===== src/design/lte_pkg.sv =====
`default_nettype none

package lte_pkg;

	// One line-table entry or a finish command.
	typedef struct packed {
		logic        cmd;
		logic [23:0] address;
		logic [31:0] line;
		logic [15:0] column;
		logic [23:0] file_index;
	} entry_t;

	// One byte of the line number program.
	typedef struct packed {
		logic [7:0]  out_byte;
		logic        status;
		logic        last;
		logic [31:0] unit_len;
	} result_t;

	// Which parts of the program a job asks for, in program order.
	typedef struct packed {
		logic err;
		logic end_seq;
		logic set_addr;
		logic set_file;
		logic set_col;
		logic adv_line;
		logic copy;
		logic fin;
	} job_flags_t;

	typedef struct packed {
		job_flags_t         flags;
		logic [23:0]        address;
		logic [23:0]        file;
		logic [13:0]        column;
		logic signed [20:0] delta;
	} job_t;

	localparam int QUEUE_DEPTH = 4;
	localparam int QUEUE_PTR_W = $clog2(QUEUE_DEPTH);
	localparam int QUEUE_CNT_W = $clog2(QUEUE_DEPTH + 1);

	// Line folding: line mod 100000 through a reciprocal multiply.
	localparam logic [31:0] LINE_FOLD_ABOVE = 32'd1000000;
	localparam logic [17:0] LINE_FOLD_MOD   = 18'd100000;
	localparam logic [31:0] FOLD_RECIP      = 32'd2814749767;
	localparam int          FOLD_SHIFT      = 48;
	localparam int          FOLD_Q_W        = 16;
	localparam logic [15:0] COLUMN_MAX      = 16'd10000;

	localparam logic [19:0] ROW_LINE_RESET = 20'd1;
	localparam logic [23:0] ROW_FILE_RESET = 24'd1;

	// Opcodes and fixed program bytes.
	localparam logic [7:0] OP_EXTENDED     = 8'h00;
	localparam logic [7:0] OP_COPY         = 8'h01;
	localparam logic [7:0] OP_ADVANCE_LINE = 8'h03;
	localparam logic [7:0] OP_SET_FILE     = 8'h04;
	localparam logic [7:0] OP_SET_COLUMN   = 8'h05;
	localparam logic [7:0] LNE_END_SEQ     = 8'h01;
	localparam logic [7:0] LNE_SET_ADDRESS = 8'h02;
	localparam logic [7:0] END_SEQ_LEN     = 8'h01;

	localparam logic [31:0] UNIT_LEN_BIAS = 32'd4;

endpackage

`default_nettype wire


===== src/design/line_table_entry_encoder_unit.sv =====
`default_nettype none

// Line-table entry encoder: turns line-table entries and finish commands into the bytes
// of a DWARF line number program, one result item per byte.
// Input channel: an item (entry) is taken at a clock edge with push high and full low.
// Result channel: the oldest byte sits on result while empty is low and is taken at an
// edge with pop high. The last byte caused by one input item carries last; the final byte
// of a finish carries the unit length.
// Path: the front runs a three-stage pipeline (line folding by reciprocal multiply, then
// row compare), the job then enters a four-job queue, the back takes it from there and
// writes its first byte into the output register.
// Throughput: the back emits one byte per cycle while the receiver keeps popping, with
// no gap between queued jobs; an item causes 1 to 27 bytes. Items that cause no bytes push no
// job and stop in the front.
// Reset clears the row to address 0, line 1, column 0, file 1, the finished flag and
// the byte count; no clearing pass is needed.
// When the receiver stalls, the output register holds its byte, the back waits, the job
// queue fills and then full rises until there is room again; nothing is dropped.

module line_table_entry_encoder_unit #(
	parameter int ADDRESS_BYTES      = 8,
	parameter int ADDRESS_LIMIT_BITS = 20
) (
	input  wire logic             clk,
	input  wire logic             arst_n,
	input  wire logic             push,
	output logic                  full,
	input  wire lte_pkg::entry_t  entry,
	output logic                  empty,
	input  wire logic             pop,
	output lte_pkg::result_t      result
);

	logic          job_push, job_full, job_empty, job_take;
	lte_pkg::job_t job_in, job_out;

	// Front: folds line, zeroes an oversized column, checks the address range and compares with the row.
	lte_front #(
		.ADDRESS_LIMIT_BITS(ADDRESS_LIMIT_BITS)
	) u_front (
		.clk      (clk),
		.arst_n   (arst_n),
		.push     (push),
		.full     (full),
		.entry    (entry),
		.job_push (job_push),
		.job      (job_in),
		.job_full (job_full)
	);

	// Jobs wait here so that the front keeps taking items while bytes drain.
	lte_job_queue u_queue (
		.clk    (clk),
		.arst_n (arst_n),
		.wr     (job_push),
		.wdata  (job_in),
		.full   (job_full),
		.rd     (job_take),
		.rdata  (job_out),
		.empty  (job_empty)
	);

	// Back: walks each job's opcodes and LEB128 operands one byte per cycle, unless the receiver stalls.
	lte_back #(
		.ADDRESS_BYTES(ADDRESS_BYTES)
	) u_back (
		.clk       (clk),
		.arst_n    (arst_n),
		.job       (job_out),
		.job_empty (job_empty),
		.job_take  (job_take),
		.result    (result),
		.empty     (empty),
		.pop       (pop)
	);

	// Input back-pressure only comes from a full job queue.
	a_full_from_queue: assert property (@(posedge clk) disable iff (!arst_n)
		full |-> job_full)
		else $error("full raised while the job queue had room");

	// The error result for a repeated finish is a lone, empty item.
	a_status_item: assert property (@(posedge clk) disable iff (!arst_n)
		(!empty && result.status) |-> (result.last && result.out_byte == 8'h00))
		else $error("status item is not a lone final item");

	// A unit length only travels with the closing byte of a run.
	a_unit_len_last: assert property (@(posedge clk) disable iff (!arst_n)
		(!empty && result.unit_len != 32'd0) |-> result.last)
		else $error("unit length on a byte that is not last");

	// A job taken into an idle back passes the phase register, then puts its first byte on result.
	a_take_emits: assert property (@(posedge clk) disable iff (!arst_n)
		(job_take && empty) |-> ##2 !empty)
		else $error("job taken into an idle back without a byte following");

endmodule

`default_nettype wire


===== src/design/lte_front.sv =====
`default_nettype none

module lte_front #(
	parameter int ADDRESS_LIMIT_BITS = 20
) (
	input  wire logic            clk,
	input  wire logic            arst_n,
	input  wire logic            push,
	output logic                 full,
	input  wire lte_pkg::entry_t entry,
	output logic                 job_push,
	output lte_pkg::job_t        job,
	input  wire logic            job_full
);

	localparam int ROW_A_W = (ADDRESS_LIMIT_BITS < 24) ? ADDRESS_LIMIT_BITS : 24;

	logic                            adv;
	logic                            v_s1, v_s2, v_s3;
	lte_pkg::entry_t                 ent_s1, ent_s2;
	logic [lte_pkg::FOLD_Q_W-1:0]    q_s1;
	logic [17:0]                     qm_s2;
	logic [63:0]                     prod;
	logic [17:0]                     rem_raw, rem_fix;
	logic                            cmd_s3, inr_s3;
	logic [23:0]                     addr_s3, file_s3;
	logic [19:0]                     line_s3;
	logic [13:0]                     col_s3;

	logic [ROW_A_W-1:0]              row_addr_q;
	logic [19:0]                     row_line_q;
	logic [13:0]                     row_col_q;
	logic [23:0]                     row_file_q;
	logic                            finished_q;

	logic [23:0]                     ea;
	logic [19:0]                     el;
	logic [13:0]                     ec;
	logic [23:0]                     ef;
	logic                            backward, chg_a, chg_l, chg_c, any_chg, need_job;

	// The whole front stalls when the last stage cannot hand its job on.
	assign adv  = !(v_s3 && job_full);
	assign full = !adv;

	assign prod = entry.line * lte_pkg::FOLD_RECIP;

	always_ff @(posedge clk or negedge arst_n) begin
		if (!arst_n) begin
			v_s1 <= 1'b0;
			v_s2 <= 1'b0;
			v_s3 <= 1'b0;
		end else if (adv) begin
			v_s1 <= push;
			v_s2 <= v_s1;
			v_s3 <= v_s2;
		end
	end

	always_comb begin
		rem_raw = ent_s2.line[17:0] - qm_s2;
		rem_fix = (rem_raw >= lte_pkg::LINE_FOLD_MOD) ? rem_raw - lte_pkg::LINE_FOLD_MOD
			: rem_raw;
	end

	always_ff @(posedge clk) begin
		if (adv) begin
			ent_s1  <= entry;
			q_s1    <= prod[lte_pkg::FOLD_SHIFT +: lte_pkg::FOLD_Q_W];
			ent_s2  <= ent_s1;
			qm_s2   <= 18'(q_s1 * lte_pkg::LINE_FOLD_MOD);
			cmd_s3  <= ent_s2.cmd;
			addr_s3 <= ent_s2.address;
			inr_s3  <= (({8'b0, ent_s2.address} >> ADDRESS_LIMIT_BITS) == 32'd0);
			line_s3 <= (ent_s2.line > lte_pkg::LINE_FOLD_ABOVE) ? {2'b0, rem_fix}
				: ent_s2.line[19:0];
			col_s3  <= (ent_s2.column > lte_pkg::COLUMN_MAX) ? 14'd0 : ent_s2.column[13:0];
			file_s3 <= ent_s2.file_index;
		end
	end

	// Compare against the row, which a backward address first puts back to its reset values.
	always_comb begin
		backward = (addr_s3 < 24'(row_addr_q)) && (row_addr_q != '0);
		ea       = backward ? 24'd0 : 24'(row_addr_q);
		el       = backward ? lte_pkg::ROW_LINE_RESET : row_line_q;
		ec       = backward ? 14'd0 : row_col_q;
		ef       = backward ? lte_pkg::ROW_FILE_RESET : row_file_q;
		chg_a    = addr_s3 != ea;
		chg_l    = line_s3 != el;
		chg_c    = col_s3 != ec;
		any_chg  = chg_a || chg_l || chg_c;

		job          = '0;
		job.address  = addr_s3;
		job.file     = file_s3;
		job.column   = col_s3;
		job.delta    = $signed({1'b0, line_s3}) - $signed({1'b0, el});
		if (cmd_s3) begin
			job.flags.err     = finished_q;
			job.flags.end_seq = !finished_q;
			job.flags.fin     = !finished_q;
			need_job          = 1'b1;
		end else begin
			job.flags.end_seq  = backward;
			job.flags.set_addr = any_chg && chg_a;
			job.flags.set_file = any_chg && (file_s3 != ef);
			job.flags.set_col  = any_chg && chg_c;
			job.flags.adv_line = any_chg && chg_l;
			job.flags.copy     = any_chg;
			need_job           = inr_s3 && (backward || any_chg);
		end
	end

	assign job_push = v_s3 && adv && need_job;

	always_ff @(posedge clk or negedge arst_n) begin
		if (!arst_n) begin
			row_addr_q <= '0;
			row_line_q <= lte_pkg::ROW_LINE_RESET;
			row_col_q  <= '0;
			row_file_q <= lte_pkg::ROW_FILE_RESET;
			finished_q <= 1'b0;
		end else if (job_push) begin
			if (cmd_s3) begin
				finished_q <= 1'b1;
			end else if (any_chg) begin
				row_addr_q <= addr_s3[ROW_A_W-1:0];
				row_line_q <= line_s3;
				row_col_q  <= col_s3;
				row_file_q <= file_s3;
			end else begin
				row_addr_q <= '0;
				row_line_q <= lte_pkg::ROW_LINE_RESET;
				row_col_q  <= '0;
				row_file_q <= lte_pkg::ROW_FILE_RESET;
			end
		end
	end

endmodule

`default_nettype wire


===== src/design/lte_job_queue.sv =====
`default_nettype none

module lte_job_queue (
	input  wire logic          clk,
	input  wire logic          arst_n,
	input  wire logic          wr,
	input  wire lte_pkg::job_t wdata,
	output logic               full,
	input  wire logic          rd,
	output lte_pkg::job_t      rdata,
	output logic               empty
);

	lte_pkg::job_t                   slots [lte_pkg::QUEUE_DEPTH];
	logic [lte_pkg::QUEUE_PTR_W-1:0] wp_q, rp_q;
	logic [lte_pkg::QUEUE_CNT_W-1:0] cnt_q;
	logic                            do_wr, do_rd;

	localparam logic [lte_pkg::QUEUE_PTR_W-1:0] PTR_LAST =
		lte_pkg::QUEUE_PTR_W'(lte_pkg::QUEUE_DEPTH - 1);
	localparam logic [lte_pkg::QUEUE_CNT_W-1:0] CNT_FULL =
		lte_pkg::QUEUE_CNT_W'(lte_pkg::QUEUE_DEPTH);

	assign full  = cnt_q == CNT_FULL;
	assign empty = cnt_q == '0;
	assign do_wr = wr && !full;
	assign do_rd = rd && !empty;
	assign rdata = slots[rp_q];

	always_ff @(posedge clk) begin
		if (do_wr) begin
			slots[wp_q] <= wdata;
		end
	end

	always_ff @(posedge clk or negedge arst_n) begin
		if (!arst_n) begin
			wp_q  <= '0;
			rp_q  <= '0;
			cnt_q <= '0;
		end else begin
			if (do_wr) begin
				wp_q <= (wp_q == PTR_LAST) ? '0 : wp_q + 1'b1;
			end
			if (do_rd) begin
				rp_q <= (rp_q == PTR_LAST) ? '0 : rp_q + 1'b1;
			end
			if (do_wr && !do_rd) begin
				cnt_q <= cnt_q + 1'b1;
			end else if (do_rd && !do_wr) begin
				cnt_q <= cnt_q - 1'b1;
			end
		end
	end

endmodule

`default_nettype wire


===== src/design/lte_back.sv =====
`default_nettype none

module lte_back #(
	parameter int ADDRESS_BYTES = 8
) (
	input  wire logic          clk,
	input  wire logic          arst_n,
	input  wire lte_pkg::job_t job,
	input  wire logic          job_empty,
	output logic               job_take,
	output lte_pkg::result_t   result,
	output logic               empty,
	input  wire logic          pop
);

	localparam int AB_W = $clog2(ADDRESS_BYTES);
	localparam logic [AB_W-1:0] AB_LAST = AB_W'(ADDRESS_BYTES - 1);
	localparam logic [7:0] ADDR_LEN_BYTE = 8'(ADDRESS_BYTES + 1);

	typedef enum logic [3:0] {
		PH_END0, PH_END1, PH_END2, PH_AOP, PH_ALEN, PH_ASUB, PH_ABYTE,
		PH_FOP, PH_FVAL, PH_COP, PH_CVAL, PH_LOP, PH_LVAL, PH_COPY, PH_ERR, PH_DONE
	} phase_t;

	typedef enum logic [2:0] {
		SEC_START, SEC_AFTER_END, SEC_AFTER_ADDR, SEC_AFTER_FILE, SEC_AFTER_COL,
		SEC_AFTER_LINE
	} section_t;

	// First part of the job that is still wanted at or after the given point.
	function automatic phase_t pick(lte_pkg::job_flags_t f, section_t from);
		phase_t ph;
		ph = PH_DONE;
		if (f.copy) ph = PH_COPY;
		if (from <= SEC_AFTER_COL && f.adv_line) ph = PH_LOP;
		if (from <= SEC_AFTER_FILE && f.set_col) ph = PH_COP;
		if (from <= SEC_AFTER_ADDR && f.set_file) ph = PH_FOP;
		if (from <= SEC_AFTER_END && f.set_addr) ph = PH_AOP;
		if (from == SEC_START && f.end_seq) ph = PH_END0;
		if (from == SEC_START && f.err) ph = PH_ERR;
		return ph;
	endfunction

	phase_t             ph_q, nxt;
	logic               busy_q, ov_q;
	lte_pkg::job_t      job_q;
	logic [23:0]        val_q, val_n, ash_q, ash_n, val_rest;
	logic signed [20:0] sl_q, sl_n, sl_rest;
	logic [AB_W-1:0]    ab_q, ab_n;
	logic [31:0]        cnt_q;
	logic [7:0]         byte_c;
	logic               status_c, last_c, sl_done, emit, load;
	lte_pkg::result_t   out_q;

	assign val_rest = val_q >> 7;
	assign sl_rest  = sl_q >>> 7;
	assign sl_done  = ((sl_rest == '0) && !sl_q[6]) || ((sl_rest == '1) && sl_q[6]);

	always_comb begin
		byte_c   = 8'h00;
		status_c = 1'b0;
		nxt      = ph_q;
		val_n    = val_q;
		sl_n     = sl_q;
		ash_n    = ash_q;
		ab_n     = ab_q;
		case (ph_q)
			PH_END0: begin
				byte_c = lte_pkg::OP_EXTENDED;
				nxt    = PH_END1;
			end
			PH_END1: begin
				byte_c = lte_pkg::END_SEQ_LEN;
				nxt    = PH_END2;
			end
			PH_END2: begin
				byte_c = lte_pkg::LNE_END_SEQ;
				nxt    = pick(job_q.flags, SEC_AFTER_END);
			end
			PH_AOP: begin
				byte_c = lte_pkg::OP_EXTENDED;
				nxt    = PH_ALEN;
			end
			PH_ALEN: begin
				byte_c = ADDR_LEN_BYTE;
				nxt    = PH_ASUB;
			end
			PH_ASUB: begin
				byte_c = lte_pkg::LNE_SET_ADDRESS;
				ash_n  = job_q.address;
				ab_n   = '0;
				nxt    = PH_ABYTE;
			end
			PH_ABYTE: begin
				byte_c = ash_q[7:0];
				if (ab_q == AB_LAST) begin
					nxt = pick(job_q.flags, SEC_AFTER_ADDR);
				end else begin
					ab_n  = ab_q + 1'b1;
					ash_n = ash_q >> 8;
				end
			end
			PH_FOP: begin
				byte_c = lte_pkg::OP_SET_FILE;
				val_n  = job_q.file;
				nxt    = PH_FVAL;
			end
			PH_FVAL: begin
				byte_c = {(val_rest != '0), val_q[6:0]};
				val_n  = val_rest;
				if (val_rest == '0) begin
					nxt = pick(job_q.flags, SEC_AFTER_FILE);
				end
			end
			PH_COP: begin
				byte_c = lte_pkg::OP_SET_COLUMN;
				val_n  = 24'(job_q.column);
				nxt    = PH_CVAL;
			end
			PH_CVAL: begin
				byte_c = {(val_rest != '0), val_q[6:0]};
				val_n  = val_rest;
				if (val_rest == '0) begin
					nxt = pick(job_q.flags, SEC_AFTER_COL);
				end
			end
			PH_LOP: begin
				byte_c = lte_pkg::OP_ADVANCE_LINE;
				sl_n   = job_q.delta;
				nxt    = PH_LVAL;
			end
			PH_LVAL: begin
				byte_c = {!sl_done, sl_q[6:0]};
				sl_n   = sl_rest;
				if (sl_done) begin
					nxt = pick(job_q.flags, SEC_AFTER_LINE);
				end
			end
			PH_COPY: begin
				byte_c = lte_pkg::OP_COPY;
				nxt    = PH_DONE;
			end
			PH_ERR: begin
				status_c = 1'b1;
				nxt      = PH_DONE;
			end
			default: begin
				nxt = PH_DONE;
			end
		endcase
		last_c = nxt == PH_DONE;
	end

	// While the back is busy, a byte moves into the output register whenever that register is free or being drained.
	assign emit     = busy_q && (!ov_q || pop);
	assign load     = !job_empty && (!busy_q || (emit && last_c));
	assign job_take = load;
	assign empty    = !ov_q;
	assign result   = out_q;

	always_ff @(posedge clk or negedge arst_n) begin
		if (!arst_n) begin
			ph_q   <= PH_DONE;
			busy_q <= 1'b0;
			ov_q   <= 1'b0;
			cnt_q  <= '0;
			job_q  <= '0;
			val_q  <= '0;
			sl_q   <= '0;
			ash_q  <= '0;
			ab_q   <= '0;
			out_q  <= '0;
		end else begin
			if (emit) begin
				ov_q                 <= 1'b1;
				out_q.out_byte       <= byte_c;
				out_q.status         <= status_c;
				out_q.last           <= last_c;
				out_q.unit_len       <= (job_q.flags.fin && last_c)
					? cnt_q + 32'd1 + lte_pkg::UNIT_LEN_BIAS : 32'd0;
				if (!status_c) begin
					cnt_q <= cnt_q + 32'd1;
				end
				val_q <= val_n;
				sl_q  <= sl_n;
				ash_q <= ash_n;
				ab_q  <= ab_n;
			end else if (pop) begin
				ov_q <= 0;
			end
			// A new job takes over the phase as the previous one ends, or when the back is idle.
			if (load) begin
				job_q  <= job;
				ph_q   <= pick(job.flags, SEC_START);
				busy_q <= 1'b1;
			end else if (emit) begin
				ph_q <= nxt;
				if (last_c) begin
					busy_q <= 1'b0;
				end
			end
		end
	end

endmodule

`default_nettype wire

===== config.mk =====
export PLATFORM = sky130hd
export DESIGN_NAME = line_table_entry_encoder_unit
export DESIGN_NICKNAME = d
export VERILOG_FILES = /design/src/design/lte_pkg.sv /design/src/design/line_table_entry_encoder_unit.sv /design/src/design/lte_front.sv /design/src/design/lte_job_queue.sv /design/src/design/lte_back.sv
export SDC_FILE = /design/constraint.sdc
export NUM_CORES = 2
export LEC_CHECK = 0
export ABC_AREA = 1
export BUFFER_PORTS_ARGS = -buffer_cell sky130_fd_sc_hd__buf_2
export CAP_MARGIN = 10
export CORE_ASPECT_RATIO = 0.5
export CORE_MARGIN = 2
export CORE_UTILIZATION = 58
export CTS_BUF_LIST = sky130_fd_sc_hd__clkbuf_16
export DETAILED_ROUTE_END_ITERATION = 6
export PLACE_DENSITY = 0.88
export SLEW_MARGIN = 20
export SYNTH_ARGS = -nofsm -noshare
export SYNTH_HDL_FRONTEND = slang
export SYNTH_SLANG_ARGS = --single-unit

===== constraint.sdc =====
create_clock -name clk -period 11.5 [get_ports clk]
set_input_delay 0.575 -clock clk [delete_from_list [all_inputs] [get_ports clk]]
set_output_delay 0.575 -clock clk [all_outputs]
set_load 0.05 [all_outputs]

Word-level counts from Yosys, hierarchy flattened
Memory sizes are Yosys's and may differ from the RTL's. Index checks and enable logic that the tools add are counted.

Logic and storage cells: 211. Memory bits (writable): 364. Memories kept: 1. Input bits: 101. Bits in registers: 637. Output and inout port bits: 44.

Add/sub/neg operators: 10. Equality and inequality tests: 25. Bitwise operators: 3. Magnitude comparators: 4. Multiplexer cells: 54. Multiply operators: 2. Reduce and logical (&&, ||, !) cells: 59.

Memory list: u_queue.slots (depth 4, width 91, read ports 1, clocked after memory_dff 0, wr ports 1, line lte_job_queue.sv:14) `lte_pkg::job_t slots [lte_pkg::QUEUE_DEPTH];`.

Operators by type and width (number): two-way mux 20 bit (4); two-way mux 24 bit (3); one-hot mux 24 bit (3 select lines) (1); one-hot mux 8 bit (9 select lines) (1); multiplier 32 x 32 -> 64 bit, second input constant (1); two-way mux 4 bit (14); one-hot mux 4 bit (13 select lines) (1); != test 24 bit (2); one-hot mux 24 bit (2 select lines) (1); one-hot mux 21 bit (2 select lines) (1); two-way mux 18 bit (2); adder 32 x 1 -> 32 bit, second input constant (1); adder 32 x 3 -> 32 bit, second input constant (1); equality test 4 bit, second input constant (8); > comparator 32 x 20 -> 1 bit, second input constant (1); logical NOT 32 bit (1); two-way mux 32 bit (1); two-way mux 14 bit (2); logical NOT 24 bit (1); < comparator 24 x 20 -> 1 bit (1); nonzero test 24 bit (1); equality test 21 bit, second input constant (1); logical NOT 21 bit (1); subtractor 20 x 20 -> 21 bit (1); 34 further kinds (105).

Depth between registers and ports, before layout
Depth in word-level cells: 15. Gate-level depth with buffers: 32. Mapped depth without buffers: 28.

Hierarchy
Synthesis repeated with hierarchy kept, for this count alone.

Cell total of the unflattened synthesis: 6183. Area total of the unflattened synthesis: 62551.2 um^2.

By module, submodules not included: lte_front (cells an instance 3410, instances 1, area each 35200.0 um^2, seq. area each 11183.2 um^2); lte_job_queue (cells an instance 1122, instances 1, area each 15129.5 um^2, seq. area each 11105.7 um^2); lte_back (cells an instance 1651, instances 1, area each 12221.7 um^2, seq. area each 6035.8 um^2).

Worst setup path before layout
No wires, ideal clock.

Path kind: reg2out. Start: reg u_queue.cnt_q[0] (netlist name). End: out full. Path buffers: 0. Arrival time: 13.224 ns. Data required time: 10.925 ns. Setup slack: -2.299 ns. Cell stages (with the launch flop): 4. Cell sequence: dfrtp_1 inv_1 nand4_1 inv_1.

Cells in the longest elaborated chain, start to end: 2.

Ends and longest elaborated chain: from (decl) (line lte_job_queue.sv:16) `logic [lte_pkg::QUEUE_CNT_W-1:0] cnt_q;`; from (signal assigned) (line lte_job_queue.sv:49) `cnt_q <= cnt_q + 1'b1;`; from (signal assigned) (line lte_job_queue.sv:51) `cnt_q <= cnt_q - 1'b1;`; equality test 3 bit (line lte_job_queue.sv:24) `assign full = cnt_q == CNT_FULL;`; logical AND 1 bit (line lte_front.sv:43) `assign adv = !(v_s3 && job_full);`; to (decl) (line line_table_entry_encoder_unit.sv:27) `output logic full,`.

No other way between the ends.

Final worst setup path
Start: in entry[60] (netlist name). End: reg u_front.q_s1[3] (netlist name), data pin.

Cells in the longest elaborated chain, start to end: 1.

Ends and longest elaborated chain: from (decl) (line line_table_entry_encoder_unit.sv:28) `input wire lte_pkg::entry_t entry,`; multiplier 32 x 32 -> 64 bit (line lte_front.sv:46) `assign prod = entry.line * lte_pkg::FOLD_RECIP;`; via u_front.prod[51] (line lte_front.sv:23) `logic [63:0] prod;`; to (signal assigned) (line lte_front.sv:69) `q_s1 <= prod[lte_pkg::FOLD_SHIFT +: lte_pkg::FOLD_Q_W];`; to (decl) (line lte_front.sv:21) `logic [lte_pkg::FOLD_Q_W-1:0] q_s1;`.

The timed path passes the listed nets, and every way through them passes these cells. A chain may end at the register's enable or synchronous reset.

==> results by group <==
Yosys
  – Synth cell count leaders: nand2_1, inv_1, edfxtp_1
  – EDFF count, synth: 668
  – Async S/R FF share, synth: 0.3307
  – Post-synth cell types: 59
  – Sequential area share after synthesis: 0.4665
  – Netlist Area Pre-Place: 60710 µm²
  – Synth Register Bits: 998
  – Cell taking the most area after synthesis: edfxtp_1
  – Yosys warning count: 0
  – Synth top area share: 0.3304
  – Count leader, synth: nand2_1
  – Syn Nets: 6883
  – Ranking of synthesized cells by area: edfxtp_1, fa_1, dfrtp_1
  – Syn Inst Count: 5862
  – Syn_area_per_cell: 10.36 µm²
  – Post-synth top flop: edfxtp_1

Layout
  – Area Overhead vs Synth: 8.089%
  – # nets final: 6988
  – Design area: 65620 µm²
  – Share of cells above drive strength 1: 0.05763
  – Fillers: 7577

Timing
  – Tcrit/Tclk final: 0.5570
  – Max Freq: 0.1561 GHz
  – Slew HR: 0.2054
  – Crit path time final: 6.405 ns
  – Layout Skew: 0.03956 ns
  – Final WS setup: 5.095 ns
  – Final Max Tran Viols: 0
  – Hold Vio Cnt, Final: 0
  – RSZ-0062 raised after global routing: no
  – Final setup viols: 0
  – Worst Tran Pin Value: 1.188 ns

Hold path
  – HP Start: entry[7]
  – Worst Hold Class: primary input to flip-flop
  – WHS Path Cells: 1

Setup path
  – CP peak stage delay: 0.55 ns
  – Worst path buffer plus inverter count: 6
  – Setup CP Type: primary input to flip-flop
  – Critical Path RT: 11.93 ns
  – Worst reg2reg startpoint: u_front.addr_s3[15]
  – CP Capture Type: flip-flop
  – CP Depth: 23
  – Reg2Reg Depth: 19
  – CP max stage cell: fa_1
  – Crit-path cells: buf_2 > ha_1 > fa_1 > inv_1 > fa_1 > fa_1 > inv_1 > fa_1 > fa_1 > fa_1 > inv_1 > fa_1 > inv_1 > ha_1 > nand2_1 > nor2_1 > inv_1 > nor2_1 > nand3_1 > o31ai_1 > nand4_1 > nand2_1 > xor2_1
  – Crit-path max FO: 14
  – CP Launch Point: entry[60]
  – Cell mode on critical path: fa_1
  – Crit path DAT: 6.83 ns
  – CP delay by family, top: adder cells
  – Worst setup SP type: primary input

Floorplanning
  – # IOs: 145
  – Placement row count: 83
  – Initial core utilization: 0.5881
  – Die height: 232.8 µm
  – Die X: 461.6 µm
  – Core area: 103200 µm²
  – Die area: 107400 µm²

Clock tree
  – Post-CTS setup buffers: 0
  – Worst-path clk slew: 0.07 ns
  – CTS tree: built
  – Root Buffer Master: clkbuf_16
  – Clock sinks: 998
  – H-Tree Depth: 3
  – Num CTS Buffers: 85
  – Worst skew pair latency: 0.72 ns
  – Clk buf depth: 3
  – Post_cts resized: 0

Placement
  – Placed Area: 62790 µm²
  – Post-DP HPWL: 106100 µm
  – Port bufs: 144
  – Place WS: 4.432 ns
  – Placer Congestion: 0.9797

Detailed routing
  – Iteration-0 DRC Markers: 5127
  – Drt first pass iters: 6
  – Antenna-violating nets left: 0
  – Routed vias: 42490
  – Via density per instance: 5.704
  – Mean routed wirelength per cell: 20.20 µm
  – DRT Wirelength: 150500 µm
  – DRC: 0

Global route
  – Largest net degree at the start of global routing: 177
  – Total track usage: 0.2855
  – Vias in the first global route: 43040
  – Initial antenna violation count: 12
  – First-pass GRT wire length: 235800 µm
  – Total global routing overflow: 0

Run
  – Max-Cap Viols: 0

Run status
  – Outcome: finished, final reports clean
==> registers in the layout, summed over array words and instances, names as in the netlist, 20 cells and up <==
register	flops
u_back.cnt_q	32
u_back.result	42
u_front.addr_s3	24
u_back.ash_q	24
u_front.row_line_q	20
u_front.row_file_q	24
u_front.file_s3	24
u_back.job_q	89
u_back.val_q	24
u_front.line_s3	20
u_back.sl_q	21
u_queue.slots	364
u_front.ent_s2	97
u_front.ent_s1	97
u_front.row_addr_q	20
==> metrics by stage <==
stage	hold WS [ns]	util	TNS (ns)	instances
2_1_floorplan	0.2794	-	-290.60	5862
3_3_place_gp	0.4004	0.6083	0	7278
3_5_place_dp	0.4045	0.6083	0	7278
4_1_cts	0.00009681	0.6352	0	7440
5_1_grt	0.002568	0.6357	0	7448
6_report	0.03222	0.6357	0	7449
==> per-layer routing <==
metal,track usage,share of wire,up-vias
li1,-,-,19400
met1,0.3689,0.38,20640
met2,0.4769,0.48,2108
met3,0.06088,0.095,343
met4,0.1068,0.038,2
met5,0,0.000086,-
==> area by class of cell <==
class / instances / area [µm²] / area share
Clock inverter: 74 / 626.9 / 0.009552
Timing Repair Buffer: 177 / 1022 / 0.01558
Clock buffer: 85 / 2127 / 0.03241
Inverter: 1018 / 3826 / 0.05831
Tap cell: 1402 / 1754 / 0.02673
Sequential cell: 998 / 28330 / 0.4317
Antenna cell: 8 / 20.02 / 0.0003051
Multi-Input combinational cell: 3687 / 27920 / 0.4254
==> logic make-up after synthesis <==
group                    share of synthesized area
AO/OA/AOI/OAI                              0.07320
XOR/XNOR                                   0.01746
adder cells (fa/ha/maj)                     0.2431
buffers and inverters                      0.07477
flip-flops                                  0.4665
AND/OR/NAND/NOR                             0.1249
==> final timing paths <==
path / endpoint / slack [ns]
max in group asynchronous: u_front.row_col_q[1] / 9.54
max reg2reg: u_queue.slots[0][9] / 5.24
min reg2reg: u_front.ent_s2[93] / 0.41
max: u_front.q_s1[3] / 5.09
min: u_front.ent_s1[7] / 0.03
min in group asynchronous: u_back.result[18] / 0.46
==> cell usage in the layout, fill, tap and decap left out, types with 43 or more instances in the layout <==
cell type	instances
inv_1	1027
nand3_1	206
clkbuf_16	85
edfxtp_1	668
a21oi_1	162
dfrtp_1	322
ha_1	487
buf_2	143
o21ai_0	425
nor2_1	441
xor2_1	87
fa_1	433
nand2_1	1032
o22ai_1	99
nand4_1	43
==> what timing repair did <==
action,CTS,global route
hold endpoints to repair,77,0
endpoints found under the setup margin,0,0
hold buffers,3,0
==> worst reg2reg max path, stage by stage (launching register included) <==
cell      delay, ns
edfxtp_1       0.57
ha_1           0.38
nand2_1        0.07
nor2_1         0.15
nand4_1        0.10
nor2_1         0.16
nand2_1        0.15
nand2_4        0.25
buf_4          0.83
nand3b_1       0.25
nand2_1        0.14
nor2_1         0.07
nand2_1        0.08
nor2_1         0.04
nand2_1        0.11
nor2_1         0.09
nand3_2        0.14
nand2_1        0.34
a21boi_4       0.95
buf_4          1.00
Power is left out: the tool's default activity adds up to more than one toggle a clock period on the data nets, which glitch-free logic cannot reach.
